### src/rtl/ss_pkg.sv
// Shared types and constants for the stride scheduler.
// No dependencies.
package ss_pkg;
	localparam int JOB_SLOTS_DEF = 16;
	localparam logic [13:0] STRIDE_BASE = 14'd10000;
	localparam int PASS_W = 32;
	localparam int STRIDE_W = 14;
	localparam int TIME_W = 16;
	localparam int CLK_W = 32;

	typedef enum logic [0:0] {
		OP_LOAD = 1'b0,
		OP_TICK = 1'b1
	} op_t;

	// controller to datapath commands
	typedef struct packed {
		logic div_start;   // latch load operands, begin divide
		logic div_step;    // one quotient bit
		logic load_wr;     // write slot
		logic scan_clr;    // reset search
		logic scan_step;   // compare one slot
		logic run_upd;     // update picked slot and clock
		logic emit_idle;   // strobe an idle result
		logic emit_run;    // strobe a run result
	} ss_cmd_t;

	// datapath to controller status
	typedef struct packed {
		logic div_last;
		logic scan_last;
		logic found;
	} ss_sts_t;
endpackage

### src/rtl/stride_scheduler.sv
// Stride scheduler top level: controller plus datapath, switch time register.
// Depends on ss_pkg, ss_ctrl, ss_dp.
//
// channel   direction  handshake            payload
// command   in         start & !busy        op, slot, tickets, svc_time
// result    out        strobe, one cycle    idle, job, first_run, start_time,
//                                           finished, clock_after
// config    in         cfg_valid&cfg_ready  cfg_data (switch_time)
//
// A tick runs the min search, one compare per slot, then an update step (or an
// idle result if no slot is live); the result strobes the cycle after. A load
// runs the 14-step restoring divider, then writes the slot. Reset clears all
// slots to finished. The receiver cannot stall; busy holds off new items.
module stride_scheduler #(
	parameter int JOB_SLOTS = ss_pkg::JOB_SLOTS_DEF
) (
	input  logic        clk,
	input  logic        arst_n,
	input  logic        start,
	output logic        busy,
	input  logic        op,
	input  logic [3:0]  slot,
	input  logic [13:0] tickets,
	input  logic [15:0] svc_time,
	input  logic        cfg_valid,
	output logic        cfg_ready,
	input  logic [7:0]  cfg_data,
	output logic        strobe,
	output logic        idle,
	output logic [3:0]  job,
	output logic        first_run,
	output logic [31:0] start_time,
	output logic        finished,
	output logic [31:0] clock_after
);
	import ss_pkg::*;

	ss_cmd_t cmd;
	ss_sts_t sts;
	logic [7:0] switch_q;

	// hold switch time
	assign cfg_ready = 1'b1;
	always_ff @(posedge clk or negedge arst_n) begin
		if (!arst_n) switch_q <= '0;
		else if (cfg_valid) switch_q <= cfg_data;
	end

	ss_ctrl u_ctrl (
		.clk(clk), .arst_n(arst_n), .start(start), .op(op),
		.sts(sts), .busy(busy), .cmd(cmd)
	);

	ss_dp #(.JOB_SLOTS(JOB_SLOTS)) u_dp (
		.clk(clk), .arst_n(arst_n), .cmd(cmd), .slot(slot), .tickets(tickets),
		.svc_time(svc_time), .switch_time(switch_q), .sts(sts),
		.strobe(strobe), .idle(idle), .job(job), .first_run(first_run),
		.start_time(start_time), .finished(finished), .clock_after(clock_after)
	);

	// a result follows only a completed item
	a_strobe_busy: assert property (@(posedge clk) disable iff (!arst_n)
		strobe |-> $past(busy)) else $error("strobe without item");
	// load, run, scan and divide step commands never overlap
	a_cmd_onehot: assert property (@(posedge clk) disable iff (!arst_n)
		$onehot0({cmd.load_wr, cmd.run_upd, cmd.scan_step, cmd.div_step}))
		else $error("overlapping commands");
	// an accepted item makes the block busy
	a_accept_busy: assert property (@(posedge clk) disable iff (!arst_n)
		(start && !busy) |=> busy) else $error("item not taken");
endmodule

### src/rtl/ss_ctrl.sv
// Controller state machine for the stride scheduler.
// Depends on ss_pkg.
module ss_ctrl (
	input  logic           clk,
	input  logic           arst_n,
	input  logic           start,
	input  logic           op,
	input  ss_pkg::ss_sts_t sts,
	output logic           busy,
	output ss_pkg::ss_cmd_t cmd
);
	import ss_pkg::*;

	typedef enum logic [4:0] {
		ST_IDLE = 5'b00001,
		ST_DIV  = 5'b00010,
		ST_WR   = 5'b00100,
		ST_SCAN = 5'b01000,
		ST_RUN  = 5'b10000
	} state_t;

	state_t state_q, state_d;

	// next state and commands
	always_comb begin
		state_d = state_q;
		cmd = '0;
		case (state_q)
			ST_IDLE: begin
				if (start) begin
					if (op == OP_LOAD) begin
						cmd.div_start = 1'b1;
						state_d = ST_DIV;
					end else begin
						cmd.scan_clr = 1'b1;
						state_d = ST_SCAN;
					end
				end
			end
			ST_DIV: begin
				cmd.div_step = 1'b1;
				if (sts.div_last) state_d = ST_WR;
			end
			ST_WR: begin
				cmd.load_wr = 1'b1;
				cmd.emit_idle = 1'b1;
				state_d = ST_IDLE;
			end
			ST_SCAN: begin
				cmd.scan_step = 1'b1;
				if (sts.scan_last) state_d = ST_RUN;
			end
			ST_RUN: begin
				if (sts.found) begin
					cmd.run_upd = 1'b1;
					cmd.emit_run = 1'b1;
				end else begin
					cmd.emit_idle = 1'b1;
				end
				state_d = ST_IDLE;
			end
			default: state_d = ST_IDLE;
		endcase
	end

	always_ff @(posedge clk or negedge arst_n) begin
		if (!arst_n) state_q <= ST_IDLE;
		else state_q <= state_d;
	end

	assign busy = (state_q != ST_IDLE);
endmodule

### src/rtl/ss_dp.sv
// Datapath for the stride scheduler: slot registers, divider, min search, clock.
// Depends on ss_pkg.
module ss_dp #(
	parameter int JOB_SLOTS = ss_pkg::JOB_SLOTS_DEF
) (
	input  logic            clk,
	input  logic            arst_n,
	input  ss_pkg::ss_cmd_t cmd,
	input  logic [3:0]      slot,
	input  logic [13:0]     tickets,
	input  logic [15:0]     svc_time,
	input  logic [7:0]      switch_time,
	output ss_pkg::ss_sts_t sts,
	output logic            strobe,
	output logic            idle,
	output logic [3:0]      job,
	output logic            first_run,
	output logic [31:0]     start_time,
	output logic            finished,
	output logic [31:0]     clock_after
);
	import ss_pkg::*;

	localparam int IW = (JOB_SLOTS > 1) ? $clog2(JOB_SLOTS) : 1;
	localparam int CW = $clog2(JOB_SLOTS + 1);

	logic [PASS_W-1:0]   pass_q   [JOB_SLOTS];
	logic [STRIDE_W-1:0] stride_q [JOB_SLOTS];
	logic [TIME_W-1:0]   rem_q    [JOB_SLOTS];
	logic [TIME_W-1:0]   tot_q    [JOB_SLOTS];
	logic                prev_v_q;
	logic [IW-1:0]       prev_q;
	logic [CLK_W-1:0]    clk_q;

	// load operands and restoring divider
	logic [3:0]          ld_slot_q;
	logic [TIME_W-1:0]   ld_svc_q;
	logic [STRIDE_W-1:0] div_d_q, quo_q;
	logic [STRIDE_W:0]   rem_div_q;
	logic [3:0]          div_cnt_q;
	logic [STRIDE_W:0]   trial, shifted;
	logic [IW-1:0]       ld_idx;
	logic                ld_ok;

	assign shifted = {rem_div_q[STRIDE_W-1:0], STRIDE_BASE[div_cnt_q]};
	assign trial = shifted - {1'b0, div_d_q};
	assign ld_idx = IW'(ld_slot_q);
	assign ld_ok = ({28'd0, ld_slot_q} < 32'(JOB_SLOTS));

	always_ff @(posedge clk) begin
		if (cmd.div_start) begin
			ld_slot_q <= slot;
			ld_svc_q <= svc_time;
			div_d_q <= (tickets == '0) ? 14'd1 : tickets;
			rem_div_q <= '0;
			quo_q <= '0;
		end else if (cmd.div_step) begin
			if (!trial[STRIDE_W]) begin
				rem_div_q <= trial;
				quo_q <= {quo_q[STRIDE_W-2:0], 1'b1};
			end else begin
				rem_div_q <= shifted;
				quo_q <= {quo_q[STRIDE_W-2:0], 1'b0};
			end
		end
	end

	// count divider bits from msb down
	always_ff @(posedge clk or negedge arst_n) begin
		if (!arst_n) div_cnt_q <= 4'd13;
		else if (cmd.div_start) div_cnt_q <= 4'd13;
		else if (cmd.div_step) div_cnt_q <= div_cnt_q - 4'd1;
	end
	assign sts.div_last = (div_cnt_q == 4'd0);

	// sequential min search, one slot per cycle
	logic [CW-1:0]     scan_q;
	logic              found_q;
	logic [IW-1:0]     pick_q;
	logic [PASS_W-1:0] best_q;
	logic [IW-1:0]     sidx;

	assign sidx = scan_q[IW-1:0];

	always_ff @(posedge clk or negedge arst_n) begin
		if (!arst_n) begin
			scan_q <= '0;
			found_q <= 1'b0;
		end else if (cmd.scan_clr) begin
			scan_q <= '0;
			found_q <= 1'b0;
		end else if (cmd.scan_step) begin
			scan_q <= scan_q + CW'(1);
			if (rem_q[sidx] != '0 && (!found_q || pass_q[sidx] < best_q)) begin
				found_q <= 1'b1;
			end
		end
	end

	always_ff @(posedge clk) begin
		if (cmd.scan_step && rem_q[sidx] != '0 && (!found_q || pass_q[sidx] < best_q)) begin
			pick_q <= sidx;
			best_q <= pass_q[sidx];
		end
	end

	assign sts.scan_last = (scan_q == CW'(JOB_SLOTS - 1));
	assign sts.found = found_q;

	// run step values
	logic [CLK_W-1:0]  st_time;
	logic [TIME_W-1:0] rem_next;
	assign st_time = (prev_v_q && prev_q != pick_q) ? clk_q + CLK_W'(switch_time) : clk_q;
	assign rem_next = rem_q[pick_q] - TIME_W'(1);

	// slot state
	always_ff @(posedge clk or negedge arst_n) begin
		if (!arst_n) begin
			for (int i = 0; i < JOB_SLOTS; i++) begin
				pass_q[i] <= '0;
				stride_q[i] <= '0;
				rem_q[i] <= '0;
				tot_q[i] <= '0;
			end
			prev_v_q <= 1'b0;
			prev_q <= '0;
			clk_q <= '0;
		end else if (cmd.load_wr) begin
			if (ld_ok) begin
				pass_q[ld_idx] <= '0;
				stride_q[ld_idx] <= quo_q;
				rem_q[ld_idx] <= ld_svc_q;
				tot_q[ld_idx] <= ld_svc_q;
			end
		end else if (cmd.run_upd) begin
			pass_q[pick_q] <= pass_q[pick_q] + PASS_W'(stride_q[pick_q]);
			rem_q[pick_q] <= rem_next;
			prev_v_q <= 1'b1;
			prev_q <= pick_q;
			clk_q <= st_time + CLK_W'(1);
		end
	end

	// result register
	always_ff @(posedge clk or negedge arst_n) begin
		if (!arst_n) strobe <= 1'b0;
		else strobe <= cmd.emit_idle | cmd.emit_run;
	end

	always_ff @(posedge clk) begin
		if (cmd.emit_run) begin
			idle <= 1'b0;
			job <= 4'(pick_q);
			first_run <= (tot_q[pick_q] == rem_q[pick_q]);
			start_time <= st_time;
			finished <= (rem_next == '0);
			clock_after <= st_time + CLK_W'(1);
		end else if (cmd.emit_idle) begin
			idle <= 1'b1;
			job <= '0;
			first_run <= 1'b0;
			start_time <= '0;
			finished <= 1'b0;
			clock_after <= '0;
		end
	end
endmodule

### config.mk
export PLATFORM = sky130hd
export DESIGN_NAME = stride_scheduler
export DESIGN_NICKNAME = d
export VERILOG_FILES = /design/src/rtl/ss_pkg.sv /design/src/rtl/stride_scheduler.sv /design/src/rtl/ss_ctrl.sv /design/src/rtl/ss_dp.sv
export SDC_FILE = /design/constraint.sdc
export NUM_CORES = 2
export LEC_CHECK = 0
export BUFFER_PORTS_ARGS = -buffer_cell sky130_fd_sc_hd__buf_4
export CORE_ASPECT_RATIO = 1.1
export CORE_MARGIN = 5
export CORE_UTILIZATION = 30
export DETAILED_ROUTE_END_ITERATION = 16
export PLACE_DENSITY = 0.46
export SLEW_MARGIN = 20
export SYNTH_ARGS = -nofsm -noshare
export SYNTH_HDL_FRONTEND = slang
export SYNTH_SLANG_ARGS = --single-unit
export TNS_END_PERCENT = 20
### constraint.sdc
create_clock -name clk -period 7.26 [get_ports clk]
set_clock_uncertainty 0.15 [all_clocks]
set_input_delay 1.815 -clock clk [delete_from_list [all_inputs] [get_ports clk]]
set_output_delay 1.815 -clock clk [all_outputs]
set_load 0.1 [all_outputs]
==> out/metrics.yaml <==
timing:
  finalSetupTns_ns: 0
  hold_viol_final: 0
  fin_ws_ns: 1.17
  worst_pin_slew_ns: 1.21
  slew-limit-headroom: 0.189
  post-route-period-util: 0.839
  fin_hold_ws_ns: 0.311
  fmax_mhz: 164
  setup_viol: 0
  rsz0062_at_grt: "false"
  slew_viol_final: 0
  min_period_ns: 6.09
power:
  p_sw_mw: 5.74
  power_density_mw_per_mm2: 242
  p_int_mw: 14.8
  pwr-share-comb: 0.117
  p_clk_frac: 0.445
  swShare: 0.280
  leakage_nw: 37.2
  power_mw: 20.5
  ir_drop_v: 0.000255
  seqPwrFrac: 0.438
synthesis:
  synth-compound-area-share: 0.104
  syn_area_sq_mm: 0.0741
  synth_edf_count: 140
  avgSynthCellArea_sq_um: 10.8
  yosysSeqAreaShare: 0.506
  yosys_warnings: 0
  ys_seq_elements: 1478
  synth_top_family_by_area: "multiplexers"
  syn-num-nets: 6991
  muxShareOfSynthArea: 0.177
  synthFlopType: "dfrtp_1"
  syn_inst: 6866
  synth.distinct_cells: 96
  synthAdderAreaFrac: 0.0135
  async_flop_share: 0.886
  synth_xor_area_frac: 0.0166
  synth-simple-area-share: 0.145
place:
  place.gp.congestion: 0.882
  pre_cts_ws_ns: 1.27
  dp_hpwl_um: 172000
  place_area_sq_mm: 0.0790
  numPortBuffers: 119
  dp_cells: 9875
layout:
  final_cells: 10200
  finalInstanceArea_sq_mm: 0.0850
  nNetsFinal: 6893
  postLayoutCoreUtil: 0.345
  n_fill_cell: 24600
  final_common_cell: "nand2_1"
  drive_gt1_frac: 0.193
  syn2layout_area_growth_pct: 14.6
  most-common-layout-cells: "1777 x nand2_1, 1302 x dfrtp_1, 704 x o21ai_0, 525 x mux4_2, 303 x buf_4"
setup_path:
  crit_path_max_incr_delay_ns: 0.88
  crit_path_start_kind: "flip-flop"
  worstSetupPathType: "reg2reg"
  end_kind: "flip-flop"
  cp_common_cell: "buf_4"
  critPathMaxFanout: 47
  worst_ep_arrival_time_ns: 6.61
  path_cells: "buf_4 -> buf_4 -> mux4_2 -> mux4_2 -> inv_2 -> ha_1 -> nand2_2 -> or3_1 -> xor2_1 -> buf_4 -> nand3_1 -> nor3_1"
  crit_slowest_cell: "edfxtp_1"
  worst-endpoint-required_ns: 7.78
flow_run:
  maxCapViolations: 0
clock_network:
  hold_buffers: 0
  htreeDepth: 4
  cts_setup_buffers: 0
  cts.clk_slew.worst_paths_ns: 0.06
  cts_buffer_depth: 3
  clock_sinks: 1478
  cts_resized: 0
  clock_latency_ns: 0.83
  clk_root_buffer_cell: "clkbuf_16"
  cts_tree: "yes"
  cts_buffers: 172
global_routing:
  track_usage: 0.215
  grt_pass1_vias: 58000
  antenna_found_initial: 7
  grt-ovfl-total: 0
  grt_max_degree: 166
  grt_pass1_wl_um: 415000
die:
  die_w_um: 484
  initial_core_util: 0.301
  core_sq_mm: 0.246
  fp-row-count: 191
  io_pins: 121
  die_area_sq_mm: 0.257
  die_h_um: 531
detailed_routing:
  ant_nets: 0
  top_layer: "met5"
  drc: 0
  via_per_inst: 5.58
  drtIter0Drc: 5730
  met2WireLength_um: 133000
  wl_met3_um: 19800
  avgRoutedWirePerCell_um: 27.7
  drtPass1Iterations: 6
  met1_length_um: 119000
  vias: 57000
  routed_wl_um: 283000
status:
  outcome: "complete, no violations"
worst_hold_path:
  hp-class: "reg2reg"
[worst max-delay path: cells and delay by family, from the launching register on]
family / cells / cell delay [ns]
XOR/XNOR: 1 / 0.43
adder cells (fa/ha/maj): 1 / 0.37
buffers and inverters: 4 / 1.82
flip-flops: 1 / 0.88
multiplexers: 2 / 1.36
AND/OR/NAND/NOR: 4 / 0.82
[logic make-up after synthesis]
kind of cell | after synthesis
AO/OA/AOI/OAI | 1312
buffers and inverters | 662
multiplexers | 645
adder cells (fa/ha/maj) | 78
flip-flops | 1478
XOR/XNOR | 140
other | 1
AND/OR/NAND/NOR | 2550
[routing by layer]
layer / vias up / global-route usage
met3: 546 / 0.0370
met1: 29600 / 0.290
met4: 2 / 0.0829
li1: 24300 / -
met2: 2466 / 0.347
met5: - / 0
[cell type report]
class	count	area [sq um]	area share
diodes	7	17.5	0.000206
clock buffers	265	5190	0.0611
clock inverters	55	729	0.00859
inverters	70	264	0.00311
multi-input cells	4726	34500	0.406
flip-flops and latches	1478	37600	0.442
well taps	3281	4110	0.0483
repair buffers	320	2620	0.0309
[power groups by stage]
stage | registers, mW | clock network, mW | logic, mW
after floorplan | 8.87 | 0 | 1.68
after global placement | 9.14 | 0 | 2.39
after detailed placement | 9.14 | 0 | 2.41
after CTS | 8.99 | 9.30 | 2.41
after global routing | 9.03 | 9.65 | 2.59
final | 9.00 | 9.13 | 2.40
[Yosys cell counts (26+ instances only)]
cell type     n  area (sq um)
a21oi_1     140           701
buf_1        53           199
nor3_1       61           305
xor2_1       66           578
nand2_1    1797          6750
ha_1         75           938
edfxtp_1    140          4200
nor4_1       73           457
and2_1       28           175
nor2_1      208           781
o21ai_0     704          3520
nand4_1      41           257
a22oi_1     126           946
inv_1        68           255
dfxtp_1      29           581
clkbuf_1    475          1780
mux2_2      102          1150
buf_2        40           200
dfrtp_1    1305         32700
o21ai_1      46           230
mux4_2      525         11800
o21a_1       53           398
nand3_1     212          1060
a21o_1       26           195
o211ai_1     91           683
xnor2_1      73           639
[path summary, 6_finish.rpt]
check                                start                end  slack, ns  depth (start not counted)
max reg2reg                 u_dp.pick_q[0]      u_dp.finished       1.17                         12
min in group asynchronous           arst_n  u_dp.stride_q[32]       0.87                          1
min                        u_dp.tot_q[168]    u_dp.tot_q[168]       0.31                          2
max                         u_dp.pick_q[0]      u_dp.finished       1.17                         12
max in group asynchronous           arst_n     u_dp.rem_q[93]       4.49                          2
min reg2reg                u_dp.tot_q[168]    u_dp.tot_q[168]       0.31                          2
[registers in the layout, indices dropped and copies added, names as in the netlist, 5 cells and up]
register and cells:
switch_q 8, u_ctrl.state_q 5, u_dp.best_q 32, u_dp.clk_q 32, u_dp.clock_after 32, u_dp.div_d_q 14, u_dp.ld_svc_q 16, u_dp.pass_q 512
u_dp.quo_q 14, u_dp.rem_div_q 14, u_dp.rem_q 256, u_dp.scan_q 5, u_dp.start_time 32, u_dp.stride_q 224, u_dp.tot_q 256
(Power assumes the default switching activity.)
